File: src/design/sha1_pkg.sv
`default_nettype none

package sha1_pkg;

    // Widths of the message byte, the hash word and the message length
    localparam int BYTE_W  = 8;
    localparam int WORD_W  = 32;
    localparam int LEN_W   = 64;

    typedef logic [WORD_W-1:0] word_t;
    typedef logic [4:0][WORD_W-1:0] chain_t;
    typedef logic [15:0][WORD_W-1:0] window_t;

    // Initial chaining values
    localparam word_t IV0 = 32'h67452301;
    localparam word_t IV1 = 32'hEFCDAB89;
    localparam word_t IV2 = 32'h98BADCFE;
    localparam word_t IV3 = 32'h10325476;
    localparam word_t IV4 = 32'hC3D2E1F0;

    // Round constants, one per group of twenty rounds
    localparam word_t K0 = 32'h5A827999;
    localparam word_t K1 = 32'h6ED9EBA1;
    localparam word_t K2 = 32'h8F1BBCDC;
    localparam word_t K3 = 32'hCA62C1D6;

    localparam logic [BYTE_W-1:0] PAD_MARK_BYTE = 8'h80;
    localparam logic [BYTE_W-1:0] PAD_ZERO_BYTE = 8'h00;

    // Round counter and block fill points
    localparam logic [6:0] LAST_ROUND   = 7'd79;
    localparam logic [6:0] ROUND_GRP1   = 7'd20;
    localparam logic [6:0] ROUND_GRP2   = 7'd40;
    localparam logic [6:0] ROUND_GRP3   = 7'd60;
    localparam logic [5:0] LAST_FILL    = 6'd63;
    localparam logic [5:0] LEN_FILL     = 6'd56;
    localparam logic [2:0] LAST_LEN_IDX = 3'd7;
    localparam logic [2:0] LAST_WORD    = 3'd4;
    localparam logic [LEN_W-1:0] BITS_PER_BYTE = 64'd8;

    typedef enum logic [2:0] {
        ST_IDLE,
        ST_ROUND,
        ST_PAD_MARK,
        ST_PAD_ZERO,
        ST_PAD_LEN,
        ST_OUT
    } top_state_t;

    typedef enum logic [1:0] {
        CORE_IDLE,
        CORE_ROUND,
        CORE_ADD
    } core_state_t;

    // Controls from the sequencer to the compression core
    typedef struct packed {
        logic                push;
        logic [BYTE_W-1:0]   push_byte;
        logic                start;
        logic                init;
    } core_ctrl_t;

    // Status back from the compression core
    typedef struct packed {
        logic busy;
        logic done;
    } core_stat_t;

    function automatic word_t rotl1(input word_t x);
        rotl1 = {x[30:0], x[31]};
    endfunction

    function automatic word_t rotl5(input word_t x);
        rotl5 = {x[26:0], x[31:27]};
    endfunction

    function automatic word_t rotl30(input word_t x);
        rotl30 = {x[1:0], x[31:2]};
    endfunction

    // Round function, selected by round group
    function automatic word_t round_f(input logic [6:0] rnd, input word_t b,
                                      input word_t c, input word_t d);
        if (rnd < ROUND_GRP1)
        begin
            round_f = (b & c) | (~b & d);
        end
        else if (rnd < ROUND_GRP2)
        begin
            round_f = b ^ c ^ d;
        end
        else if (rnd < ROUND_GRP3)
        begin
            round_f = (b & c) | (b & d) | (c & d);
        end
        else
        begin
            round_f = b ^ c ^ d;
        end
    endfunction

    function automatic word_t round_k(input logic [6:0] rnd);
        if (rnd < ROUND_GRP1)
        begin
            round_k = K0;
        end
        else if (rnd < ROUND_GRP2)
        begin
            round_k = K1;
        end
        else if (rnd < ROUND_GRP3)
        begin
            round_k = K2;
        end
        else
        begin
            round_k = K3;
        end
    endfunction

endpackage

`default_nettype wire

File: src/design/sha1_in_if.sv
`default_nettype none

// Message channel: at most one byte per transfer plus flags
interface sha1_in_if;
    logic       valid;
    logic       ready;
    logic [7:0] data_byte;
    logic       byte_present;
    logic       end_of_message;

    modport source (
        output valid,
        output data_byte,
        output byte_present,
        output end_of_message,
        input  ready
    );

    modport sink (
        input  valid,
        input  data_byte,
        input  byte_present,
        input  end_of_message,
        output ready
    );
endinterface

`default_nettype wire

File: src/design/sha1_out_if.sv
`default_nettype none

// Digest channel: one 32-bit digest word per transfer
interface sha1_out_if;
    logic        valid;
    logic        ready;
    logic [31:0] digest_word;
    logic [2:0]  word_number;
    logic        final_word;

    modport source (
        output valid,
        output digest_word,
        output word_number,
        output final_word,
        input  ready
    );

    modport sink (
        input  valid,
        input  digest_word,
        input  word_number,
        input  final_word,
        output ready
    );
endinterface

`default_nettype wire

File: src/design/sha1_core.sv
`default_nettype none

// Compression core: byte gather window, one round per cycle, chaining words.
// The 16-word window doubles as the block buffer while bytes are pushed in.
module sha1_core
    import sha1_pkg::*;
(
    input  wire logic       clk,
    input  wire logic       rst_n,
    input  wire core_ctrl_t ctrl,
    output core_stat_t      stat,
    output chain_t          chain
);

    core_state_t state_reg, state_next;
    logic [6:0]  round_reg, round_next;
    window_t     window_reg, window_next;
    chain_t      chain_reg, chain_next;
    word_t       a_reg, b_reg, c_reg, d_reg, e_reg;
    word_t       a_next, b_next, c_next, d_next, e_next;
    word_t       sched_word;
    word_t       temp_word;

    // Schedule expansion and round sum
    assign sched_word = rotl1(window_reg[13] ^ window_reg[8] ^ window_reg[2] ^ window_reg[0]);
    assign temp_word  = rotl5(a_reg) + round_f(round_reg, b_reg, c_reg, d_reg) + e_reg
                      + round_k(round_reg) + window_reg[0];

    // Next state
    always_comb
    begin
        state_next = state_reg;
        case (state_reg)
            CORE_IDLE:
            begin
                if (ctrl.start)
                begin
                    state_next = CORE_ROUND;
                end
            end
            CORE_ROUND:
            begin
                if (round_reg == LAST_ROUND)
                begin
                    state_next = CORE_ADD;
                end
            end
            CORE_ADD:
            begin
                state_next = CORE_IDLE;
            end
            default:
            begin
                state_next = CORE_IDLE;
            end
        endcase
    end

    // Status
    always_comb
    begin
        stat.busy = (state_reg != CORE_IDLE);
        stat.done = (state_reg == CORE_ADD);
    end

    // Window: byte shift while gathering, word shift while running rounds.
    // The start push and the window load happen in the same cycle.
    always_comb
    begin
        window_next = window_reg;
        if (ctrl.push)
        begin
            for (int i = 0; i < 15; i++)
            begin
                window_next[i] = {window_reg[i][23:0], window_reg[i+1][31:24]};
            end
            window_next[15] = {window_reg[15][23:0], ctrl.push_byte};
        end
        else if (state_reg == CORE_ROUND)
        begin
            for (int i = 0; i < 15; i++)
            begin
                window_next[i] = window_reg[i+1];
            end
            window_next[15] = sched_word;
        end
    end

    // Working variables and round counter
    always_comb
    begin
        a_next     = a_reg;
        b_next     = b_reg;
        c_next     = c_reg;
        d_next     = d_reg;
        e_next     = e_reg;
        round_next = round_reg;
        if (state_reg == CORE_IDLE && ctrl.start)
        begin
            a_next     = chain_reg[0];
            b_next     = chain_reg[1];
            c_next     = chain_reg[2];
            d_next     = chain_reg[3];
            e_next     = chain_reg[4];
            round_next = '0;
        end
        else if (state_reg == CORE_ROUND)
        begin
            a_next     = temp_word;
            b_next     = a_reg;
            c_next     = rotl30(b_reg);
            d_next     = c_reg;
            e_next     = d_reg;
            round_next = round_reg + 7'd1;
        end
    end

    // Chaining words: feed-forward add at block end, initial values per message
    always_comb
    begin
        chain_next = chain_reg;
        if (ctrl.init)
        begin
            chain_next = {IV4, IV3, IV2, IV1, IV0};
        end
        else if (state_reg == CORE_ADD)
        begin
            chain_next[0] = chain_reg[0] + a_reg;
            chain_next[1] = chain_reg[1] + b_reg;
            chain_next[2] = chain_reg[2] + c_reg;
            chain_next[3] = chain_reg[3] + d_reg;
            chain_next[4] = chain_reg[4] + e_reg;
        end
    end

    assign chain = chain_reg;

    always_ff @(posedge clk or negedge rst_n)
    begin
        if (!rst_n)
        begin
            state_reg <= CORE_IDLE;
            round_reg <= '0;
            chain_reg <= {IV4, IV3, IV2, IV1, IV0};
        end
        else
        begin
            state_reg <= state_next;
            round_reg <= round_next;
            chain_reg <= chain_next;
        end
    end

    always_ff @(posedge clk)
    begin
        window_reg <= window_next;
        a_reg      <= a_next;
        b_reg      <= b_next;
        c_reg      <= c_next;
        d_reg      <= d_next;
        e_reg      <= e_next;
    end

endmodule

`default_nettype wire

File: src/design/sha1_message_digest_top.sv
`default_nettype none

// SHA-1 digest of a byte stream. Each msg transfer carries at most one byte;
// end_of_message marks the last transfer (which may carry no byte, so an empty
// message is allowed). msg.ready is high while a block fills; the transfer
// that completes a 64-byte block is followed by the block's 80 rounds on the
// single shared round adder and one feed-forward add, during which msg.ready is
// low. After the last transfer the block pads one byte per cycle (held while
// rounds run) up to the 64-byte boundary, pausing once before the eight length
// bytes (one or two extra blocks, each again run through the rounds), then
// offers the five digest words, H0 first, one per digest transfer, and returns
// to the initial state.
module sha1_message_digest_top
    import sha1_pkg::*;
(
    input  wire logic  clk,
    input  wire logic  rst_n,
    sha1_in_if.sink    msg,
    sha1_out_if.source digest
);

    top_state_t        state_reg, state_next;
    top_state_t        resume_reg, resume_next;
    top_state_t        after_push;
    logic [5:0]        fill_reg;
    logic [2:0]        len_idx_reg;
    logic [2:0]        word_reg;
    logic [LEN_W-1:0]  bit_count_reg;
    logic              msg_xfer;
    logic              digest_xfer;
    core_ctrl_t        core_ctrl;
    core_stat_t        core_stat;
    chain_t            chain;

    sha1_core u_core (
        .clk   (clk),
        .rst_n (rst_n),
        .ctrl  (core_ctrl),
        .stat  (core_stat),
        .chain (chain)
    );

    assign msg_xfer    = msg.valid && msg.ready;
    assign digest_xfer = digest.valid && digest.ready;

    // Outputs: handshakes, byte pushes into the core, digest payload
    always_comb
    begin
        msg.ready           = (state_reg == ST_IDLE);
        digest.valid        = (state_reg == ST_OUT);
        core_ctrl.push      = 1'b0;
        core_ctrl.push_byte = PAD_ZERO_BYTE;
        case (state_reg)
            ST_IDLE:
            begin
                core_ctrl.push      = msg_xfer && msg.byte_present;
                core_ctrl.push_byte = msg.data_byte;
            end
            ST_PAD_MARK:
            begin
                core_ctrl.push      = 1'b1;
                core_ctrl.push_byte = PAD_MARK_BYTE;
            end
            ST_PAD_ZERO:
            begin
                core_ctrl.push = (fill_reg != LEN_FILL);
            end
            ST_PAD_LEN:
            begin
                core_ctrl.push      = 1'b1;
                core_ctrl.push_byte = bit_count_reg[LEN_W-1 -: BYTE_W];
            end
            default:
            begin
                core_ctrl.push = 1'b0;
            end
        endcase
        core_ctrl.start = core_ctrl.push && (fill_reg == LAST_FILL);
        core_ctrl.init  = digest_xfer && (word_reg == LAST_WORD);

        case (word_reg)
            3'd1:    digest.digest_word = chain[1];
            3'd2:    digest.digest_word = chain[2];
            3'd3:    digest.digest_word = chain[3];
            3'd4:    digest.digest_word = chain[4];
            default: digest.digest_word = chain[0];
        endcase
        digest.word_number = word_reg;
        digest.final_word  = (word_reg == LAST_WORD);
    end

    // Next state: a push that fills the block detours through the rounds
    always_comb
    begin
        after_push  = state_reg;
        state_next  = state_reg;
        resume_next = resume_reg;
        case (state_reg)
            ST_IDLE:
            begin
                after_push = (msg_xfer && msg.end_of_message) ? ST_PAD_MARK : ST_IDLE;
            end
            ST_PAD_MARK:
            begin
                after_push = ST_PAD_ZERO;
            end
            ST_PAD_ZERO:
            begin
                after_push = (fill_reg == LEN_FILL) ? ST_PAD_LEN : ST_PAD_ZERO;
            end
            ST_PAD_LEN:
            begin
                after_push = (len_idx_reg == LAST_LEN_IDX) ? ST_OUT : ST_PAD_LEN;
            end
            ST_ROUND:
            begin
                after_push = core_stat.done ? resume_reg : ST_ROUND;
            end
            ST_OUT:
            begin
                after_push = core_ctrl.init ? ST_IDLE : ST_OUT;
            end
            default:
            begin
                after_push = ST_IDLE;
            end
        endcase

        if (core_ctrl.start)
        begin
            state_next  = ST_ROUND;
            resume_next = after_push;
        end
        else
        begin
            state_next = after_push;
        end
    end

    // Fill count, length bytes, bit length, digest word index
    always_ff @(posedge clk or negedge rst_n)
    begin
        if (!rst_n)
        begin
            state_reg     <= ST_IDLE;
            resume_reg    <= ST_IDLE;
            fill_reg      <= '0;
            len_idx_reg   <= '0;
            word_reg      <= '0;
            bit_count_reg <= '0;
        end
        else
        begin
            state_reg  <= state_next;
            resume_reg <= resume_next;
            if (core_ctrl.push)
            begin
                fill_reg <= fill_reg + 6'd1;
            end
            if (state_reg == ST_PAD_LEN)
            begin
                len_idx_reg   <= len_idx_reg + 3'd1;
                bit_count_reg <= {bit_count_reg[LEN_W-BYTE_W-1:0], PAD_ZERO_BYTE};
            end
            else if (core_ctrl.init)
            begin
                bit_count_reg <= '0;
            end
            else if (msg_xfer && msg.byte_present)
            begin
                bit_count_reg <= bit_count_reg + BITS_PER_BYTE;
            end
            if (core_ctrl.init)
            begin
                word_reg <= '0;
            end
            else if (digest_xfer)
            begin
                word_reg <= word_reg + 3'd1;
            end
        end
    end

    // The core must be idle whenever a byte can be pushed or a word is shown
    a_ready_core_idle: assert property (@(posedge clk) disable iff (!rst_n)
        (msg.ready || digest.valid) |-> !core_stat.busy)
        else $error("core busy while accepting bytes or offering digest");

    // Length bytes are always written into the last eight slots of a block
    a_len_fill: assert property (@(posedge clk) disable iff (!rst_n)
        (state_reg == ST_PAD_LEN) |-> (fill_reg[5:3] == LEN_FILL[5:3]))
        else $error("length bytes out of place");

    // Digest is only offered on a block boundary
    a_out_boundary: assert property (@(posedge clk) disable iff (!rst_n)
        digest.valid |-> (fill_reg == '0 && len_idx_reg == '0))
        else $error("digest offered mid block");

    // After the final digest word the block is back at its initial state
    a_final_clears: assert property (@(posedge clk) disable iff (!rst_n)
        core_ctrl.init |=> (state_reg == ST_IDLE && bit_count_reg == '0 && word_reg == '0))
        else $error("state not restored after digest");

endmodule

`default_nettype wire
File: src/flat_wrapper.sv
// flat-port wrapper written by rule: the top's interface ports become plain ports
module sha1_message_digest_top_flat import sha1_pkg::*;
  (clk, rst_n, msg_valid, msg_data_byte, msg_byte_present, msg_end_of_message, msg_ready, digest_valid, digest_digest_word, digest_word_number, digest_final_word, digest_ready);
  sha1_in_if msg_i ();
  sha1_out_if digest_i ();
  input  wire logic clk;
  input  wire logic rst_n;
  input wire logic [$bits(msg_i.valid)-1:0] msg_valid;
  input wire logic [$bits(msg_i.data_byte)-1:0] msg_data_byte;
  input wire logic [$bits(msg_i.byte_present)-1:0] msg_byte_present;
  input wire logic [$bits(msg_i.end_of_message)-1:0] msg_end_of_message;
  output wire logic [$bits(msg_i.ready)-1:0] msg_ready;
  output wire logic [$bits(digest_i.valid)-1:0] digest_valid;
  output wire logic [$bits(digest_i.digest_word)-1:0] digest_digest_word;
  output wire logic [$bits(digest_i.word_number)-1:0] digest_word_number;
  output wire logic [$bits(digest_i.final_word)-1:0] digest_final_word;
  input wire logic [$bits(digest_i.ready)-1:0] digest_ready;
  assign msg_i.valid = msg_valid;
  assign msg_i.data_byte = msg_data_byte;
  assign msg_i.byte_present = msg_byte_present;
  assign msg_i.end_of_message = msg_end_of_message;
  assign msg_ready = msg_i.ready;
  assign digest_valid = digest_i.valid;
  assign digest_digest_word = digest_i.digest_word;
  assign digest_word_number = digest_i.word_number;
  assign digest_final_word = digest_i.final_word;
  assign digest_i.ready = digest_ready;
  sha1_message_digest_top u_core (.clk(clk), .rst_n(rst_n), .msg(msg_i), .digest(digest_i));
endmodule
File: config.mk
export PLATFORM = sky130hd
export DESIGN_NAME = sha1_message_digest_top_flat
export DESIGN_NICKNAME = d
export VERILOG_FILES = /design/src/design/sha1_pkg.sv /design/src/design/sha1_in_if.sv /design/src/design/sha1_out_if.sv /design/src/design/sha1_core.sv /design/src/design/sha1_message_digest_top.sv /design/src/flat_wrapper.sv
export SDC_FILE = /design/constraint.sdc
export NUM_CORES = 2
export LEC_CHECK = 0
export BUFFER_PORTS_ARGS = -buffer_cell sky130_fd_sc_hd__buf_2
export CAP_MARGIN = 20
export CELL_PAD_IN_SITES_DETAIL_PLACEMENT = 1
export CELL_PAD_IN_SITES_GLOBAL_PLACEMENT = 1
export CORE_ASPECT_RATIO = 1.2
export CORE_MARGIN = 8
export CORE_UTILIZATION = 46
export DETAILED_ROUTE_END_ITERATION = 12
export PLACE_DENSITY = 0.74
export SLEW_MARGIN = 20
export SYNTH_ARGS = -nofsm -noshare
export SYNTH_HDL_FRONTEND = slang
export SYNTH_SLANG_ARGS = --single-unit
export TNS_END_PERCENT = 100
File: constraint.sdc
create_clock -name clk -period 14.29 [get_ports clk]
set_input_delay 0.7145 -clock clk [delete_from_list [all_inputs] [get_ports clk]]
set_output_delay 0.7145 -clock clk [all_outputs]
set_load 0.005 [all_outputs]
---- Yosys cells after proc, flatten, opt, wreduce, memory -nomap -nowiden ----
Index checks and enable logic that the tools add are counted.
operators by class
  multiplexer cells ....................... 40
  $lt $le $gt $ge ......................... 3
  add/subtract/negate cells ............... 14
  eq/ne operators ......................... 18
  bitwise gates (word level) .............. 13
  reduce and logical (&&, ||, !) cells .... 16
operators by type and width
  operator               number
  $mux 512               2
  $mux 32                15
  $mux 160               2
  $add 32x32->32         9
  $mux 64                3
  $xor 32x32->32         5
  $and 32x32->32         4
  $pmux 32 s4            1
  $or 32x32->32          3
  $add 64x4->64 const B  1
  $not 32->32            1
  $mux 31                1
  $pmux 8 s3             1
  $mux 3                 6
  $pmux 3 s6             1
  $lt 7x6->1 const B     2
  $mux 7                 2
  $eq 3x2->1 const B     4
  $eq 3x3->1 const B     4
  $eq 6x6->1 const B     2
  $reduce_bool 2->1      4
  $add 7x1->7 const B    1
  $eq 7x7->1 const B     1
  $logic_and 1x1->1      7
  other kinds (17)       22
word-level totals
  input bits .............................. 14
  output and inout bits ................... 38
  word-level logic and storage cells ...... 138
  bits in registers ....................... 923

---- Logic depth before layout (Yosys ltp) ----
  depth in word-level cells ............... 12
  mapped depth ............................ 24
  depth with buffers taken out ............ 23

---- Modules after synthesis ----
A second synthesis with hierarchy kept.
second synthesis, totals
  cell total of the unflattened synthesis .. 4,850
  area total of the unflattened synthesis .. 54,344.6 um^2
modules (own cells, without submodules)
  module                   instances  area an instance (um^2)  cells each  seq. area each (um^2)
  sha1_core                1          48,176.2                 4,085       24,508.5
  sha1_message_digest_top  1          6,168.4                  765         1,976.9

---- Least setup slack after synthesis ----
OpenSTA, ideal clock, no wires.
  path kind ............................... input -> register
  from .................................... in msg_valid
  to ...................................... reg u_core.u_core.window_reg[0] (netlist bit) (enable)
  path buffers ............................ 3
  required time ........................... 10.606 ns
  arrival ................................. 10.290 ns
  slack ................................... 0.315 ns
  library setup time ...................... 3.684 ns
  stages on the path ...................... 6
  cell sequence ........................... a211oi_1 a221o_1 clkbuf_1 clkbuf_1 clkbuf_1 nand2_1
on the way
  cells in the longest elaborated chain, start to end .. 4
ends and longest elaborated chain
  what                         RTL line                       RTL
  start: declaration           flat_wrapper.sv:8              input wire logic [$bits(msg_i.valid)-1:0] msg_valid;
  $logic_and 1x1->1            sha1_message_digest_top.sv:43  assign msg_xfer = msg.valid && msg.ready;
  $logic_and 1x1->1            sha1_message_digest_top.sv:56  core_ctrl.push = msg_xfer && msg.byte_present;
  $pmux 1 s3                   sha1_message_digest_top.sv:53  case (state_reg)
  $reduce_bool 2->1 (no line)  -
  end signal: assignment       sha1_core.sv:156               window_reg <= window_next;
  end: declaration             sha1_core.sv:17                window_t window_reg, window_next;
No other way between the ends.
A chain may end at the register's enable or synchronous reset.

---- Final worst setup path ----
  from .................................... reg u_core.u_core.round_reg[4]
  to ...................................... reg u_core.u_core.a_reg[19] (data pin)
on the way
  cells in the longest elaborated chain, start to end .. 10
  elaborated cells on any way between the ends .. 15
  those cells by class .................... add/sub (4); order compare (3); mux (8)
ends and longest elaborated chain
  what                                RTL line                         RTL
  start: declaration                  sha1_core.sv:16                  logic [6:0] round_reg, round_next;
  start signal: assignment            sha1_core.sv:149                 round_reg <= round_next;
  $lt 7x6->1                          sha1_pkg.sv:93, sha1_pkg.sv:112
  $mux 32                             sha1_pkg.sv:93                   else if (rnd < ROUND_GRP3)
  $mux 32                             sha1_pkg.sv:89                   else if (rnd < ROUND_GRP2)
  $mux 32                             sha1_pkg.sv:85                   if (rnd < ROUND_GRP1)
  $add 32x32->32 (2 in a row)         sha1_core.sv:26                  assign temp_word = rotl5(a_reg) + round_f(round_reg, b_reg, c_reg, d_reg) + e_reg
  $add 32x32->32 (*) (2 in a row)     sha1_core.sv:27                  + round_k(round_reg) + window_reg[0];
  $mux 32 (*)                         sha1_core.sv:107                 else if (state_reg == CORE_ROUND)
  $mux 32 (*)                         sha1_core.sv:98                  if (state_reg == CORE_IDLE && ctrl.start)
  named net u_core.u_core.a_next[19]  sha1_core.sv:20                  word_t a_next, b_next, c_next, d_next, e_next;
  end signal: assignment              sha1_core.sv:157                 a_reg <= a_next;
  end: declaration                    sha1_core.sv:19                  word_t a_reg, b_reg, c_reg, d_reg, e_reg;
Mark *: on every way through the listed nets, which the timed path passes. The rest lies on a longest branch. The select of a mux whose other input is x is not followed.

==> impl_metrics.toml <==
[sta]
fin_crit_sh_pct = 48.0
fin_tns_setup_ns = 0
skew_ns = 0.0288
worst-slew-pin-transition_ns = 1.20
finalHoldViolations = 0
fin_crit_ns = 6.86
drv_slew = 0
max-slew-margin-rel_pct = 20.0
fmax_mhz = 146
finalSetupViolCount = 0
layout_setup_ws_ns = 7.43
rsz0062_at_grt = "no"

[routing]
avgViaCountPerCell = 5.73
wirelength_um = 167000
drt_iter0_drc = 2904
wl_per_cell_um = 22.7
final_antenna_net_count = 0
post-route-drc-count = 0
dr.pass1.iters = 8
vias = 42256

[global_routing]
grt-ovfl-total = 0
grt_pass1_wl_um = 260000
antenna_found_initial = 4
grt_pass1_vias = 44474
grt_use_total_pct = 25.7
grt_max_degree = 213

[finish]
fin_nets = 6097
multi_input_area_sq_um = 25500
largest_reg_flops = 512
register_area_sq_um = 26500
drive_above_1_share_pct = 6.69
area_delta_synth_final_pct = 9.62
final_core_util_pct = 50.7
antenna_cells = 0
stdcell_count = 7371
fillCellCount = 13237

[setup_path]
critPathArrivalTime_ns = 7.29
critPathRequiredTime_ns = 14.72
cp_max_fo = 21
critPathKind = "flip-flop to flip-flop"
cp-end-kind = "flip-flop"
start_kind = "flip-flop"

[synth]
ys_types = 91
ys.warnings.count = 0
synthArstFlopShare_pct = 27.0
synthCells = 5812
post_synth_instance_area_sq_um = 53700
ys_seq_area_share_pct = 49.3
syn_avg_cell_area_sq_um = 9.24
synth-seq-cells = 920
synthFlopType = "edfxtp_1"
synth_nets = 6155
synth_edf_count = 672

[cts]
h-tree-depth = 3
cts_sinks = 920
cts_buffers = 102
cts_root_buf = "clkbuf_16"
cts_tree = "done"
hold_buffers = 1
clk_pin_slew_ns = 0.06
postCtsResizedCells = 0
worstSkewPairLatency_ns = 0.73
clockBufferDepth = 3
post-cts-setup-buffers = 0

[job]
cap_violations = 0

[placement]
place_inst = 7178
dp_worst_setup_slack_ns = 7.47
portBuffers = 51
hpwl_um = 118000
gp_congestion = 0.911

[floorplanning]
num_io_pins = 52
dieArea_sq_um = 128000
initial_core_util_pct = 46.3
rows = 137
die_h_um = 390
coreArea_sq_um = 116000
die_x_um = 328

[worst_hold_path]
hold_class = "flip-flop to flip-flop"

[run_status]
outcome = "completed"
[synthesized netlist by cell type (7+ instances only)]
library cell | number | area [sq um]
o21ai_0 | 295 | 1480
nor3b_1 | 10 | 75.1
xnor2_1 | 207 | 1810
xor2_1 | 85 | 744
a211oi_1 | 29 | 218
mux2i_1 | 26 | 260
nand3_1 | 100 | 500
or3_1 | 25 | 156
mux2_2 | 20 | 225
o211ai_1 | 53 | 398
a22oi_1 | 65 | 488
inv_1 | 232 | 871
clkbuf_1 | 223 | 837
nand2_1 | 2151 | 8070
a21oi_1 | 269 | 1350
o21a_1 | 30 | 225
a21boi_0 | 7 | 52.6
fa_1 | 125 | 2500
and4_1 | 7 | 61.3
o31ai_1 | 16 | 120
o21bai_1 | 21 | 158
and2_1 | 18 | 113
a21o_1 | 74 | 556
o22ai_1 | 15 | 93.8
nor3_1 | 48 | 240
and3_1 | 23 | 144
dfstp_2 | 80 | 2100
a221o_1 | 15 | 150
nor2b_1 | 24 | 150
buf_1 | 35 | 131
ha_1 | 204 | 2550
edfxtp_1 | 672 | 20200
nor2_1 | 223 | 837
a31oi_1 | 44 | 275
nand4_1 | 24 | 150
nand2b_1 | 35 | 219
dfrtp_1 | 168 | 4200
[critical path: stages (launching register included)]
cell and delay, ns:
dfrtp_1 0.45, nand4_1 0.13, nor2b_1 0.58, nand2_1 0.11
buf_4 0.26, inv_1 0.12, nor2_2 0.04, buf_4 0.23
a221oi_1 0.50, fa_1 0.52, fa_1 0.46, inv_1 0.06
ha_1 0.18, inv_1 0.07, fa_1 0.45, and2b_1 0.26
o31ai_1 0.13, a2111oi_0 0.76, o21a_1 0.21, o21ai_0 0.10
a21boi_0 0.26, nor2_1 0.11, o21ai_0 0.29, xnor2_1 0.17
a21oi_1 0.09
[cell families (layout without fill, tap and decap cells)]
group / Yosys count / count (layout) / share of synthesized area, %
flops: 920 / 920 / 49.3
xor+xnor: 292 / 292 / 4.76
fa+ha+maj: 329 / 329 / 9.41
simple gates: 2723 / 2723 / 20.5
mux: 46 / 46 / 0.904
compound gates: 1007 / 1007 / 11.6
buf+inv: 495 / 525 / 3.47
[cell type report]
| type | instances | area share, % |
|---|---|---|
| multi-input combinational | 4397 | 43.2 |
| inverter | 233 | 1.49 |
| clock inverter | 60 | 1.06 |
| clock buffer | 132 | 4.79 |
| sequential | 920 | 45.0 |
| timing repair buffer | 100 | 1.17 |
| tap | 1529 | 3.25 |
[per-layer routing]
layer	vias to the layer above	global-route usage [%]	routed length (um)
met5	-	0	7
met4	2	10.9	7340
met3	303	2.88	6390
met2	837	45.8	85000
met1	21452	31.5	68700
li1	19662	-	-
[metrics by stage]
stage	area, sq um	hold slack, ns
after floorplan	53700	0.419
after global placement	55400	0.458
after detailed placement	55400	0.457
after CTS	58900	0.437
after global routing	58900	0.506
final	58900	0.466
[placed cells by master (no fill, tap or decap), drive strengths merged, types with 132 or more instances in the layout]
cell type and instances:
nand2 2152, edfxtp 672, o21ai 299, a21oi 270, inv 238, nor2 225
xnor2 207, ha 204, dfrtp 168, clkbuf 132
[worst paths after layout]
kind,from,to,slack [ns],cells past startpoint
setup / recovery,u_core.u_core.round_reg[4]$_DFFE_PN0P_,u_core.u_core.a_reg[19]$_DFFE_PP_,7.43,24
hold / removal,u_core.fill_reg[5]$_DFFE_PN0P_,u_core.fill_reg[5]$_DFFE_PN0P_,0.47,1
setup reg to reg,u_core.u_core.round_reg[4]$_DFFE_PN0P_,u_core.u_core.a_reg[19]$_DFFE_PP_,7.43,24
hold reg to reg,u_core.fill_reg[5]$_DFFE_PN0P_,u_core.fill_reg[5]$_DFFE_PN0P_,0.47,1
max in group asynchronous,rst_n,u_core.u_core.chain[123]$_DFFE_PN0P_,11.72,4
min in group asynchronous,rst_n,u_core.u_core.chain[130]$_DFFE_PN0P_,0.53,2
Power is not shown: default switching activity piles up to over one toggle a cycle in this logic, so the estimate is an artifact.
